==> src/btct_pkg.sv <==
// ----------------------------------------------------------------------------
// btct_pkg
// Shared sizes, types and helpers for the track curve tessellator.
// ----------------------------------------------------------------------------
package btct_pkg;

    localparam int COORD_BITS     = 24;
    localparam int STEP_FRAC_BITS = 10;
    // de casteljau with t below two grows a value at most 27-fold
    localparam int WIDE_BITS      = COORD_BITS + 5;
    localparam int T_BITS         = STEP_FRAC_BITS + 2;
    localparam int CFG_BITS       = STEP_FRAC_BITS + 1;

    typedef logic signed [COORD_BITS-1:0] t_coord;
    typedef logic signed [WIDE_BITS-1:0]  t_wide;
    typedef logic [T_BITS-1:0]            t_tval;
    typedef logic [CFG_BITS-1:0]          t_step;

    localparam t_tval T_ONE     = t_tval'(1) << STEP_FRAC_BITS;
    localparam int    MIN_STEP  = ((1 << STEP_FRAC_BITS) - 1) / 31 + 1;
    localparam t_step STEP_MIN  = t_step'(MIN_STEP);
    localparam t_step STEP_MAX  = t_step'(1) << STEP_FRAC_BITS;
    localparam t_step STEP_RST  = t_step'(1) << STEP_FRAC_BITS;

    localparam t_coord C_MAX = {1'b0, {(COORD_BITS-1){1'b1}}};
    localparam t_coord C_MIN = {1'b1, {(COORD_BITS-1){1'b0}}};

    function automatic t_coord sat_wide(input t_wide v);
        t_coord r;
        if (v > t_wide'(C_MAX)) begin
            r = C_MAX;
        end else if (v < t_wide'(C_MIN)) begin
            r = C_MIN;
        end else begin
            r = t_coord'(v);
        end
        return r;
    endfunction

endpackage

==> src/btct_if.sv <==
// ----------------------------------------------------------------------------
// btct interfaces
// Valid/ready channels for track points in and curve samples out.
// ----------------------------------------------------------------------------
interface btct_pt_if;
    logic                                 valid;
    logic                                 ready;
    logic signed [btct_pkg::COORD_BITS-1:0] point_x;
    logic signed [btct_pkg::COORD_BITS-1:0] point_y;
    logic                                 last_point;
    modport source (output valid, output point_x, output point_y, output last_point,
                    input ready);
    modport sink   (input valid, input point_x, input point_y, input last_point,
                    output ready);
endinterface

interface btct_cv_if;
    logic                                 valid;
    logic                                 ready;
    logic signed [btct_pkg::COORD_BITS-1:0] curve_x;
    logic signed [btct_pkg::COORD_BITS-1:0] curve_y;
    logic                                 run_end;
    modport source (output valid, output curve_x, output curve_y, output run_end,
                    input ready);
    modport sink   (input valid, input curve_x, input curve_y, input run_end,
                    output ready);
endinterface

==> src/bezier_track_curve_tessellator.sv <==
// ----------------------------------------------------------------------------
// bezier_track_curve_tessellator
// Each lerp passes through the ISSUE, WAIT and WB states; a coordinate takes 3
// lerps for a quadratic and 6 for a cubic, and each sample adds SAMP and EMIT.
// One point at a time; a point costs up to 32 cubic and 32 quadratic samples,
// all computed on the single shared lerp unit; EMIT waits for output room.
// Reset: synchronous active low; clears the point history and sets step to 1.0.
// ----------------------------------------------------------------------------
module bezier_track_curve_tessellator (
    input  logic                       i_clk,
    input  logic                       i_rst_n,
    btct_pt_if.sink                    i_pt,
    btct_cv_if.source                  o_cv,
    input  logic                       i_cfg_we,
    input  logic [btct_pkg::CFG_BITS-1:0] i_cfg_data
);
    import btct_pkg::*;

    localparam logic [3:0] ST_IDLE   = 4'd0;
    localparam logic [3:0] ST_CTL1   = 4'd1;
    localparam logic [3:0] ST_CTL2   = 4'd2;
    localparam logic [3:0] ST_SAMP   = 4'd3;
    localparam logic [3:0] ST_ISSUE  = 4'd4;
    localparam logic [3:0] ST_WAIT   = 4'd5;
    localparam logic [3:0] ST_WB     = 4'd6;
    localparam logic [3:0] ST_EMIT   = 4'd7;
    localparam logic [3:0] ST_FIN    = 4'd8;
    localparam logic [3:0] ST_EMIT_A = 4'd9;
    localparam logic [3:0] ST_EMIT_B = 4'd10;

    logic [3:0]  r_state;
    logic [1:0]  r_ps;
    t_step       r_cfg;
    t_step       r_step;
    t_coord      r_old_x, r_old_y, r_new_x, r_new_y, r_car_x, r_car_y;
    t_coord      r_in_x, r_in_y, r_cbc_x, r_cbc_y;
    t_coord      r_mab_x, r_mab_y, r_mbc_x, r_mbc_y;
    logic        r_last;
    t_coord      r_cpx [0:3];
    t_coord      r_cpy [0:3];
    logic [1:0]  r_deg;
    logic        r_closing;
    t_tval       r_t;
    logic        r_coord;
    logic [1:0]  r_lvl;
    logic [1:0]  r_idx;
    t_wide       r_w [0:3];
    t_coord      r_rx, r_ry;
    logic        r_ov;
    t_coord      r_ox, r_oy;
    logic        r_oe;

    t_step       step_clamped;
    t_tval       t_limit;
    logic        can_load;
    logic        out_load;
    logic        sample_last;
    t_wide       lerp_res;
    t_coord      m_x, m_y;
    logic signed [COORD_BITS:0] dx, dy;
    t_coord      cab_x, cab_y, cbc_x, cbc_y;

    always_comb begin
        if (r_cfg < STEP_MIN) begin
            step_clamped = STEP_MIN;
        end else if (r_cfg > STEP_MAX) begin
            step_clamped = STEP_MAX;
        end else begin
            step_clamped = r_cfg;
        end
    end

    assign t_limit     = T_ONE + t_tval'(r_step);
    assign can_load    = !r_ov || o_cv.ready;
    assign out_load    = can_load && (r_state == ST_EMIT || r_state == ST_EMIT_A ||
                                      r_state == ST_EMIT_B);
    assign sample_last = (r_t >= T_ONE) && (r_closing || !r_last);

    // control points: midpoints shifted by b minus the blended midpoint
    assign m_x   = t_coord'((COORD_BITS+1)'(r_mab_x) + (COORD_BITS+1)'(r_mbc_x) >>> 1);
    assign m_y   = t_coord'((COORD_BITS+1)'(r_mab_y) + (COORD_BITS+1)'(r_mbc_y) >>> 1);
    assign dx    = (COORD_BITS+1)'(r_new_x) - (COORD_BITS+1)'(m_x);
    assign dy    = (COORD_BITS+1)'(r_new_y) - (COORD_BITS+1)'(m_y);
    assign cab_x = sat_wide(t_wide'(r_mab_x) + t_wide'(dx));
    assign cab_y = sat_wide(t_wide'(r_mab_y) + t_wide'(dy));
    assign cbc_x = sat_wide(t_wide'(r_mbc_x) + t_wide'(dx));
    assign cbc_y = sat_wide(t_wide'(r_mbc_y) + t_wide'(dy));

    btct_lerp u_lerp (
        .i_clk (i_clk),
        .i_a   (r_w[r_idx]),
        .i_b   (r_w[r_idx + 2'd1]),
        .i_t   (r_t[T_BITS-2:0]),
        .o_res (lerp_res)
    );

    assign i_pt.ready  = (r_state == ST_IDLE);
    assign o_cv.valid  = r_ov;
    assign o_cv.curve_x = r_ox;
    assign o_cv.curve_y = r_oy;
    assign o_cv.run_end = r_oe;

    always_ff @(posedge i_clk) begin
        if (!i_rst_n) begin
            r_state <= ST_IDLE;
            r_ps    <= 2'd0;
            r_cfg   <= STEP_RST;
            r_ov    <= 1'b0;
            r_old_x <= '0; r_old_y <= '0;
            r_new_x <= '0; r_new_y <= '0;
            r_car_x <= '0; r_car_y <= '0;
        end else begin
            if (i_cfg_we) begin
                r_cfg <= i_cfg_data;
            end
            if (r_ov && o_cv.ready && !out_load) begin
                r_ov <= 1'b0;
            end
            case (r_state)
                ST_IDLE: begin
                    if (i_pt.valid) begin
                        r_in_x <= i_pt.point_x;
                        r_in_y <= i_pt.point_y;
                        r_last <= i_pt.last_point;
                        r_step <= step_clamped;
                        case (r_ps)
                            2'd0: begin
                                r_new_x <= i_pt.point_x;
                                r_new_y <= i_pt.point_y;
                                r_ps    <= i_pt.last_point ? 2'd0 : 2'd1;
                            end
                            2'd1: begin
                                r_old_x <= r_new_x;
                                r_old_y <= r_new_y;
                                r_new_x <= i_pt.point_x;
                                r_new_y <= i_pt.point_y;
                                if (i_pt.last_point) begin
                                    r_ps    <= 2'd0;
                                    r_state <= ST_EMIT_A;
                                end else begin
                                    r_ps <= 2'd2;
                                end
                            end
                            default: begin
                                r_state <= ST_CTL1;
                            end
                        endcase
                    end
                end
                ST_CTL1: begin
                    r_mab_x <= t_coord'((COORD_BITS+1)'(r_old_x) + (COORD_BITS+1)'(r_new_x) >>> 1);
                    r_mab_y <= t_coord'((COORD_BITS+1)'(r_old_y) + (COORD_BITS+1)'(r_new_y) >>> 1);
                    r_mbc_x <= t_coord'((COORD_BITS+1)'(r_new_x) + (COORD_BITS+1)'(r_in_x) >>> 1);
                    r_mbc_y <= t_coord'((COORD_BITS+1)'(r_new_y) + (COORD_BITS+1)'(r_in_y) >>> 1);
                    r_state <= ST_CTL2;
                end
                ST_CTL2: begin
                    r_cbc_x <= cbc_x;
                    r_cbc_y <= cbc_y;
                    r_cpx[0] <= r_old_x;
                    r_cpy[0] <= r_old_y;
                    if (r_ps == 2'd2) begin
                        r_cpx[1] <= cab_x;   r_cpy[1] <= cab_y;
                        r_cpx[2] <= r_new_x; r_cpy[2] <= r_new_y;
                        r_deg    <= 2'd2;
                    end else begin
                        r_cpx[1] <= r_car_x; r_cpy[1] <= r_car_y;
                        r_cpx[2] <= cab_x;   r_cpy[2] <= cab_y;
                        r_cpx[3] <= r_new_x; r_cpy[3] <= r_new_y;
                        r_deg    <= 2'd3;
                    end
                    r_closing <= 1'b0;
                    r_t       <= '0;
                    r_state   <= ST_SAMP;
                end
                ST_SAMP: begin
                    if (r_t < t_limit) begin
                        for (int i = 0; i < 4; i++) begin
                            r_w[i] <= t_wide'(r_cpx[i]);
                        end
                        r_coord <= 1'b0;
                        r_lvl   <= r_deg;
                        r_idx   <= 2'd0;
                        r_state <= ST_ISSUE;
                    end else begin
                        r_state <= ST_FIN;
                    end
                end
                ST_ISSUE: begin
                    r_state <= ST_WAIT;
                end
                ST_WAIT: begin
                    r_state <= ST_WB;
                end
                ST_WB: begin
                    if (r_idx + 2'd1 < r_lvl) begin
                        r_w[r_idx] <= lerp_res;
                        r_idx   <= r_idx + 2'd1;
                        r_state <= ST_ISSUE;
                    end else if (r_lvl > 2'd1) begin
                        r_w[r_idx] <= lerp_res;
                        r_lvl   <= r_lvl - 2'd1;
                        r_idx   <= 2'd0;
                        r_state <= ST_ISSUE;
                    end else if (!r_coord) begin
                        r_rx <= sat_wide(lerp_res);
                        for (int i = 0; i < 4; i++) begin
                            r_w[i] <= t_wide'(r_cpy[i]);
                        end
                        r_coord <= 1'b1;
                        r_lvl   <= r_deg;
                        r_idx   <= 2'd0;
                        r_state <= ST_ISSUE;
                    end else begin
                        r_ry    <= sat_wide(lerp_res);
                        r_state <= ST_EMIT;
                    end
                end
                ST_EMIT: begin
                    if (can_load) begin
                        r_ov    <= 1'b1;
                        r_ox    <= r_rx;
                        r_oy    <= r_ry;
                        r_oe    <= sample_last;
                        r_t     <= r_t + t_tval'(r_step);
                        r_state <= ST_SAMP;
                    end
                end
                ST_FIN: begin
                    if (!r_closing) begin
                        r_car_x <= r_cbc_x; r_car_y <= r_cbc_y;
                        r_old_x <= r_new_x; r_old_y <= r_new_y;
                        r_new_x <= r_in_x;  r_new_y <= r_in_y;
                        r_ps    <= r_last ? 2'd0 : 2'd3;
                        if (r_last) begin
                            // closing quadratic to the final point
                            r_cpx[0] <= r_new_x; r_cpy[0] <= r_new_y;
                            r_cpx[1] <= r_cbc_x; r_cpy[1] <= r_cbc_y;
                            r_cpx[2] <= r_in_x;  r_cpy[2] <= r_in_y;
                            r_deg     <= 2'd2;
                            r_closing <= 1'b1;
                            r_t       <= '0;
                            r_state   <= ST_SAMP;
                        end else begin
                            r_state <= ST_IDLE;
                        end
                    end else begin
                        r_state <= ST_IDLE;
                    end
                end
                ST_EMIT_A: begin
                    if (can_load) begin
                        r_ov    <= 1'b1;
                        r_ox    <= r_old_x;
                        r_oy    <= r_old_y;
                        r_oe    <= 1'b0;
                        r_state <= ST_EMIT_B;
                    end
                end
                ST_EMIT_B: begin
                    if (can_load) begin
                        r_ov    <= 1'b1;
                        r_ox    <= r_new_x;
                        r_oy    <= r_new_y;
                        r_oe    <= 1'b1;
                        r_state <= ST_IDLE;
                    end
                end
                default: begin
                    r_state <= ST_IDLE;
                end
            endcase
        end
    end

    a_idx_in_level: assert property (@(posedge i_clk) disable iff (!i_rst_n)
        (r_state == ST_ISSUE) |-> (r_idx < r_lvl))
        else $error("lerp index beyond level");

    a_deg_valid: assert property (@(posedge i_clk) disable iff (!i_rst_n)
        (r_state == ST_ISSUE) |-> (r_deg == 2'd2 || r_deg == 2'd3))
        else $error("bad curve degree");

    a_t_in_range: assert property (@(posedge i_clk) disable iff (!i_rst_n)
        (r_state == ST_EMIT) |-> (r_t < t_limit))
        else $error("sample beyond curve end");

    a_pair_restarts: assert property (@(posedge i_clk) disable iff (!i_rst_n)
        (r_state == ST_EMIT_B) |-> (r_ps == 2'd0))
        else $error("two-point curve did not restart");

endmodule

==> src/btct_lerp.sv <==
// ----------------------------------------------------------------------------
// btct_lerp
// Shared two-stage lerp unit: res = a + floor((b - a) * t / 2^frac).
// ----------------------------------------------------------------------------
module btct_lerp (
    input  logic                              i_clk,
    input  logic signed [btct_pkg::WIDE_BITS-1:0] i_a,
    input  logic signed [btct_pkg::WIDE_BITS-1:0] i_b,
    input  logic [btct_pkg::T_BITS-2:0]       i_t,
    output logic signed [btct_pkg::WIDE_BITS-1:0] o_res
);
    import btct_pkg::*;

    localparam int PROD_BITS = WIDE_BITS + T_BITS;

    logic signed [WIDE_BITS:0]   diff;
    logic signed [T_BITS-1:0]    t_s;
    logic signed [PROD_BITS-1:0] prod;
    logic signed [PROD_BITS-1:0] r_prod;
    t_wide                       r_a;
    t_wide                       r_res;

    assign diff = {i_b[WIDE_BITS-1], i_b} - {i_a[WIDE_BITS-1], i_a};
    assign t_s  = $signed({1'b0, i_t});
    assign prod = PROD_BITS'(diff) * PROD_BITS'(t_s);

    always_ff @(posedge i_clk) begin
        r_a    <= i_a;
        r_prod <= prod;
        // arithmetic shift gives the floor
        r_res  <= r_a + t_wide'(r_prod >>> STEP_FRAC_BITS);
    end

    assign o_res = r_res;

endmodule
==> src/flat_wrapper.sv <==
// flat-port wrapper written by rule: the top's interface ports become plain ports
module bezier_track_curve_tessellator_flat import btct_pkg::*;
  (i_clk, i_rst_n, i_cfg_we, i_cfg_data, i_pt_valid, i_pt_point_x, i_pt_point_y, i_pt_last_point, i_pt_ready, o_cv_valid, o_cv_curve_x, o_cv_curve_y, o_cv_run_end, o_cv_ready);
  btct_pt_if i_pt_i ();
  btct_cv_if o_cv_i ();
  input  logic i_clk;
  input  logic i_rst_n;
  input  logic i_cfg_we;
  input  logic [btct_pkg::CFG_BITS-1:0] i_cfg_data;
  input wire logic [$bits(i_pt_i.valid)-1:0] i_pt_valid;
  input wire logic [$bits(i_pt_i.point_x)-1:0] i_pt_point_x;
  input wire logic [$bits(i_pt_i.point_y)-1:0] i_pt_point_y;
  input wire logic [$bits(i_pt_i.last_point)-1:0] i_pt_last_point;
  output wire logic [$bits(i_pt_i.ready)-1:0] i_pt_ready;
  output wire logic [$bits(o_cv_i.valid)-1:0] o_cv_valid;
  output wire logic [$bits(o_cv_i.curve_x)-1:0] o_cv_curve_x;
  output wire logic [$bits(o_cv_i.curve_y)-1:0] o_cv_curve_y;
  output wire logic [$bits(o_cv_i.run_end)-1:0] o_cv_run_end;
  input wire logic [$bits(o_cv_i.ready)-1:0] o_cv_ready;
  assign i_pt_i.valid = i_pt_valid;
  assign i_pt_i.point_x = i_pt_point_x;
  assign i_pt_i.point_y = i_pt_point_y;
  assign i_pt_i.last_point = i_pt_last_point;
  assign i_pt_ready = i_pt_i.ready;
  assign o_cv_valid = o_cv_i.valid;
  assign o_cv_curve_x = o_cv_i.curve_x;
  assign o_cv_curve_y = o_cv_i.curve_y;
  assign o_cv_run_end = o_cv_i.run_end;
  assign o_cv_i.ready = o_cv_ready;
  bezier_track_curve_tessellator u_core (.i_clk(i_clk), .i_rst_n(i_rst_n), .i_pt(i_pt_i), .o_cv(o_cv_i), .i_cfg_we(i_cfg_we), .i_cfg_data(i_cfg_data));
endmodule
==> config.mk <==
export PLATFORM = sky130hd
export DESIGN_NAME = bezier_track_curve_tessellator_flat
export DESIGN_NICKNAME = d
export VERILOG_FILES = /design/src/btct_pkg.sv /design/src/btct_if.sv /design/src/bezier_track_curve_tessellator.sv /design/src/btct_lerp.sv /design/src/flat_wrapper.sv
export SDC_FILE = /design/constraint.sdc
export NUM_CORES = 2
export LEC_CHECK = 0
export BUFFER_PORTS_ARGS = -buffer_cell sky130_fd_sc_hd__buf_2
export CAP_MARGIN = 20
export CELL_PAD_IN_SITES_DETAIL_PLACEMENT = 1
export CELL_PAD_IN_SITES_GLOBAL_PLACEMENT = 2
export CORE_UTILIZATION = 42
export DETAILED_ROUTE_END_ITERATION = 8
export PLACE_DENSITY = 0.84
export RECOVER_POWER = 50
export SLEW_MARGIN = 20
export SYNTH_ARGS = -nofsm -noshare
export SYNTH_HDL_FRONTEND = slang
export SYNTH_SLANG_ARGS = --single-unit
==> constraint.sdc <==
create_clock -name i_clk -period 12.3 [get_ports i_clk]
set_clock_uncertainty 0.15 [all_clocks]
set_input_delay 1.845 -clock i_clk [delete_from_list [all_inputs] [get_ports i_clk]]
set_output_delay 1.845 -clock i_clk [all_outputs]
set_load 0.005 [all_outputs]
# After elaboration in Yosys (flattened, before gate mapping)
# Memories as Yosys holds them, arrays and structs flattened. A register that Yosys moved wholly into a read port is not among the register bits.
# Index checks and enable logic that the tools add are counted.
# word_totals
register_bits	580
ram_bits	308
input_bits	65
out_inout_bits	51
elab_cells	297
n_memories	3
# memory_table
name	depth	word_bits	read_ports	rd_clocked_by_memory_dff	write_ports	line	rtl
u_core.r_w	4	29	2	1	4	bezier_track_curve_tessellator.sv:47	t_wide r_w [0:3];
u_core.r_cpx	4	24	4	0	4	bezier_track_curve_tessellator.sv:39	t_coord r_cpx [0:3];
u_core.r_cpy	4	24	4	0	4	bezier_track_curve_tessellator.sv:40	t_coord r_cpy [0:3];
# classes
add_sub_neg	18
mul	1
n_lt_le_gt_ge	16
n_eq_ne	28
muxes	138
bitwise_logic	19
reduce_logical	39
# op_table
operator	n
$mux W24	36
$pmux W24 S2	4
$mux W29	6
$add A24 B24 Y25	6
$gt A29 B24 Y1 const B	5
$lt A29 B24 Y1 const B	5
$pmux W24 S3	2
$add A24 B25 Y26	4
$sub A24 B24 Y25	2
$mux W1	48
$pmux W4 S11	1
$mul A30 B12 Y39	1
$mux W2	19
$mux W12	3
$pmux W12 S3	1
$mux W4	8
$reduce_and A5 Y1	6
$sub A29 B29 Y30	1
$add A29 B29 Y29	1
$reduce_or A29 Y1	1
$pmux W2 S2	5
$reduce_and A4 Y1	5
$eq A4 B3 Y1 const B	4
$or A1 B1 Y1	15
other kinds (37)	70

# Logic depth before layout (Yosys ltp)
# depth
ltp_word	9
mapped_depth	40

# Hierarchy
# A second synthesis with hierarchy kept.
# unflattened
hier_cells	6380
area_unflattened_um2	61841.8
# modules_own_cells
mod	instances	cells_each	area_per_inst_um2	seq_area_each_um2
bezier_track_curve_tessellator	1	4701	46956.3	22141.2
btct_lerp	1	1679	14885.5	1741.7

# Worst setup path after synthesis
# OpenSTA, ideal clock, no wires.
# synth_timing
kind	reg-to-reg
from	register u_core.r_idx[0]
to	register u_core.u_lerp.r_prod[38]
setup_ns	0.118
t_arrival_ns	10.011
setup_slack_ns	2.021
path_stages_with_launch	38
path_buffers	2
cell_sequence	edfxtp_1 -> inv_1 -> ha_1 -> buf_1 -> mux4_2 -> ha_1 -> nor2b_1 -> o31a_1 -> o211ai_1 -> a21oi_1 -> o311ai_0 -> o21ai_0 -> a21o_1 -> a21o_1 -> a21o_1 -> a21oi_1 -> xnor2_1 -> clkbuf_1 -> (+2 left out) -> fa_1 -> inv_1 -> fa_1 -> fa_1 -> inv_1 -> fa_1 -> inv_1 -> ha_1 -> and2_1 -> a221o_1 -> and2_4 -> a31oi_4 -> o31ai_2 -> o41a_1 -> and4_4 -> a2111oi_4 -> xnor3_1 -> xnor2_1
# synth_between
elab_chain_len	4
# synth_lines
element	line	rtl
from (decl)	bezier_track_curve_tessellator.sv:46	logic [1:0] r_idx;
from (signal assigned)	bezier_track_curve_tessellator.sv:198	r_idx <= r_idx + 2'd1;
$add A2 B1 Y2	bezier_track_curve_tessellator.sv:92	.i_b (r_w[r_idx + 2'd1]),
$mem_v2 Z4 W29	n/a	
$sub A29 B29 Y30	btct_lerp.sv:23	assign diff = {i_b[WIDE_BITS-1], i_b} - {i_a[WIDE_BITS-1], i_a};
$mul A30 B12 Y39	btct_lerp.sv:25	assign prod = PROD_BITS'(diff) * PROD_BITS'(t_s);
named net u_core.u_lerp.prod[38]	btct_lerp.sv:18	logic signed [PROD_BITS-1:0] prod;
to (signal assigned)	btct_lerp.sv:29	r_prod <= prod;
to (decl)	btct_lerp.sv:19	logic signed [PROD_BITS-1:0] r_prod;
# The timed path passes the listed nets, and every way through them passes these cells.
# A chain may end at the register's enable or synchronous reset.

# Worst setup path in the final report
# layout_timing
from	register u_core.r_idx[1]
to	register u_core.u_lerp.r_prod[38]
# Same word-level chain as after synthesis.

==> flow_metrics.py <==
metrics = {
    "run_status": {
        "run_status": "finished with violations",
        "violations_in_the_final_reports": "capacitance limit, slew limit",
    },
    "job": {
        "max_cap_violations": 22,
    },
    "cts": {
        "clock_latency_at_the_later_pin_of_the_worst_skew_pair_ps": 740,
        "number_of_levels_in_the_clock_h_tree": 3,
        "clockBufferDepth": 3,
        "holdBufCountCts": 0,
        "cts_resized": 0,
        "post_cts.repair.setup_buffers": 0,
        "root_buffer_cell": "sky130_fd_sc_hd__clkbuf_16",
        "clock_sinks": 879,
        "clkSlewWorstSetupHoldPaths_ps": 60,
        "tritoncts.num_buffers": 98,
        "clock_tree_from_tritoncts": "done",
    },
    "placement": {
        "post-place-cells": 8289,
        "io_buffers": 115,
        "final_weighted_congestion_of_routability_driven_global_placement": 0.962,
        "place.detailed.hpwl_mm": 158,
    },
    "drt": {
        "post-route-drc-count": 0,
        "postRouteWirelength_mm": 206,
        "postRouteAntennaNets": 0,
        "routed_wire_length_per_instance_um": 24.3,
        "detailroute.via_count": 49100,
        "first_pass_detailed_route_iteration_total": 6,
        "detail_route.iter0.violations": 3432,
        "detail_route.vias_per_cell": 5.79,
    },
    "timing": {
        "setup_viol": 0,
        "rsz_0062_raised_after_global_routing": "no",
        "worst-slew-pin-transition_ps": 3850,
        "final_min_period_over_clock_period": 0.915,
        "fin_crit_ps": 11260,
        "slew-limit-headroom": -1.57,
        "hold_ws_ps": 296,
        "timing.setup.tns_ps": 0,
        "final_hold_violation_count": 0,
        "drv_slew": 888,
        "maxClockFrequency_mhz": 88.8,
    },
    "global_route": {
        "first_global_vias": 51200,
        "grt-ovfl-total": 0,
        "grt_use_total": 0.279,
        "pin_count_of_the_biggest_net_entering_global_routing": 74,
        "global_route_wire_length_before_repair_mm": 315,
        "grt_antenna_before_repair": 8,
    },
    "synth": {
        "synth_cells": 6443,
        "synth_enable_flop_cells": 628,
        "sequential_area_share_after_synthesis": 0.389,
        "synth-main-ff-cell": "sky130_fd_sc_hd__edfxtp_1",
        "syn-mean-instance-area_um2": 9.53,
        "ys.warnings.count": 0,
        "ys_top_cells_by_area": "sky130_fd_sc_hd__edfxtp_1 31%, sky130_fd_sc_hd__fa_1 9.4%, sky130_fd_sc_hd__ha_1 9.2%",
        "synth_cell_type_count": 81,
        "post_synth_instance_area_um2": 61400,
        "yosys_register_bits": 879,
        "synth_top_area_cell": "sky130_fd_sc_hd__edfxtp_1",
        "post-synth-top-area-fraction": 0.307,
        "async_flop_share": 0,
        "synth_nets": 7247,
    },
    "critical_path": {
        "cpMaxStageDelayCell": "sky130_fd_sc_hd__ha_2",
        "critPathMaxFanout": 12,
        "worst_path_largest_cell_delay_ps": 620,
        "critPathArrivalTime_ps": 11750,
        "start_kind": "flip-flop",
        "crit_required_ps": 12800,
        "cp.buffers_inverters": 4,
        "most_used_cell_along_the_critical_path": "sky130_fd_sc_hd__fa_1",
        "critical_path.top_delay_family": "compound AO/OA/AOI/OAI gates",
        "worstSetupPathType": "flip-flop to flip-flop",
        "crit_path_end_kind": "flip-flop",
    },
    "finish": {
        "syn2layout_area_growth_pct": 9.64,
        "n_antenna_cell": 0,
        "finish.net_count": 7290,
        "drive_gt1_frac": 0.0592,
        "final-instance-count-excl-fill": 8473,
    },
    "floorplanning": {
        "placement_rows": 139,
        "io_pins": 116,
        "die_y_um": 384,
        "initial_utilization": 0.425,
        "floorplan.die_area_um2": 148000,
        "core_area_um2": 144000,
        "die_extent_in_x_um": 384,
    },
    "worst_hold_path": {
        "hp-class": "flip-flop to flip-flop",
    },
}
[state kept, by name (all words and copies together), names as in the netlist, 29 cells and up, named ones only]
signal,cells
u_core.r_cpx,96
u_core.r_w,116
u_core.u_lerp.r_a,29
u_core.r_cpy,96
u_core.u_lerp.o_res,29
u_core.u_lerp.r_prod,29
[cell families (layout without fill, tap and decap cells)]
family	count (synthesis)	in the layout	synth area share
compound gates	1431	1431	0.150
xor+xnor	313	313	0.0449
fa+ha+maj	739	739	0.186
buf+inv	797	924	0.0488
flops	879	879	0.389
mux	82	82	0.0252
simple gates	2202	2202	0.156
[cell usage in the layout, fill, tap and decap left out, drive strengths merged, types with 86 or more instances in the layout]
cell type	n
clkbuf	236
xor2	86
and2	104
nand2	1197
a21oi	413
xnor2	226
inv	523
nor2	440
ha	452
a31oi	135
fa	287
a21o	143
o21a	106
o21ai	255
edfxtp	628
buf	122
dfxtp	251
[final cells by class]
class | count | area [um^2]
fillers | 16300 | 77100
multi-input cells | 4767 | 34600
flip-flops and latches | 879 | 23900
clock buffers | 137 | 2780
well taps | 1903 | 2380
inverters | 519 | 1950
repair buffers | 221 | 1150
clock inverters | 47 | 514
[final timing paths]
path / from / end / slack, ps / cells after the start
max reg2reg: u_core.r_idx[1]$_DFFE_PP_ / u_core.u_lerp.r_prod[38]$_DFF_P_ / 1040 / 35
min reg2reg: u_core.u_lerp.r_a[0]$_DFF_P_ / u_core.u_lerp.o_res[0]$_DFF_P_ / 300 / 1
min: u_core.u_lerp.r_a[0]$_DFF_P_ / u_core.u_lerp.o_res[0]$_DFF_P_ / 300 / 1
max: u_core.r_idx[1]$_DFFE_PP_ / u_core.u_lerp.r_prod[38]$_DFF_P_ / 1040 / 35
[cells in the mapped netlist (19+ instances only)]
library cell,number
sky130_fd_sc_hd__nor2b_1,85
sky130_fd_sc_hd__o21bai_1,24
sky130_fd_sc_hd__clkbuf_1,252
sky130_fd_sc_hd__or3_1,43
sky130_fd_sc_hd__a31oi_1,134
sky130_fd_sc_hd__mux4_2,58
sky130_fd_sc_hd__a311oi_1,52
sky130_fd_sc_hd__and3_1,49
sky130_fd_sc_hd__inv_1,517
sky130_fd_sc_hd__a211oi_1,39
sky130_fd_sc_hd__nand2_1,1197
sky130_fd_sc_hd__a22oi_1,64
sky130_fd_sc_hd__mux2i_1,24
sky130_fd_sc_hd__nor2_1,440
sky130_fd_sc_hd__xor2_1,86
sky130_fd_sc_hd__edfxtp_1,628
sky130_fd_sc_hd__dfxtp_1,251
sky130_fd_sc_hd__xnor2_1,226
sky130_fd_sc_hd__o21a_1,106
sky130_fd_sc_hd__ha_1,452
sky130_fd_sc_hd__o21ai_0,250
sky130_fd_sc_hd__nand3_1,66
sky130_fd_sc_hd__buf_1,21
sky130_fd_sc_hd__a21oi_1,413
sky130_fd_sc_hd__nor3_1,83
sky130_fd_sc_hd__and2_1,103
sky130_fd_sc_hd__a21o_1,143
sky130_fd_sc_hd__o22ai_1,19
sky130_fd_sc_hd__nand2b_1,64
sky130_fd_sc_hd__fa_1,287
[per-stage QoR]
| stage | util | setup slack [ps] | instance area (um^2) |
|---|---|---|---|
| after global routing | 0.466 | 458 | 67300 |
| final | 0.466 | 1040 | 67300 |
| after CTS | 0.468 | 1030 | 67600 |
| after detailed placement | 0.445 | 1090 | 64300 |
| after floorplan | - | 2020 | 61400 |
| after global placement | 0.445 | 1180 | 64200 |
[worst reg2reg max path, delay by kind of cell, from the launching register on]
family                   cells  cell delay (ps)
multiplexers                 1              610
XOR/XNOR                     3             1010
flip-flops                   1              430
AO/OA/AOI/OAI               14             3950
AND/OR/NAND/NOR              5              900
buffers and inverters        4              250
adder cells (fa/ha/maj)      8             3880
[per-layer routing]
metal	vias up	share of wire	routed length (um)	global-route usage
met2	1309	0.47	96500	0.459
met4	4	0.032	6520	0.0905
li1	22500	-	-	-
met3	305	0.053	10900	0.0295
met1	24900	0.45	92300	0.383
met5	-	0.00013	27	0
Power is left out: the tool's default activity adds up to more than one toggle a clock period on the data nets, which glitch-free logic cannot reach.
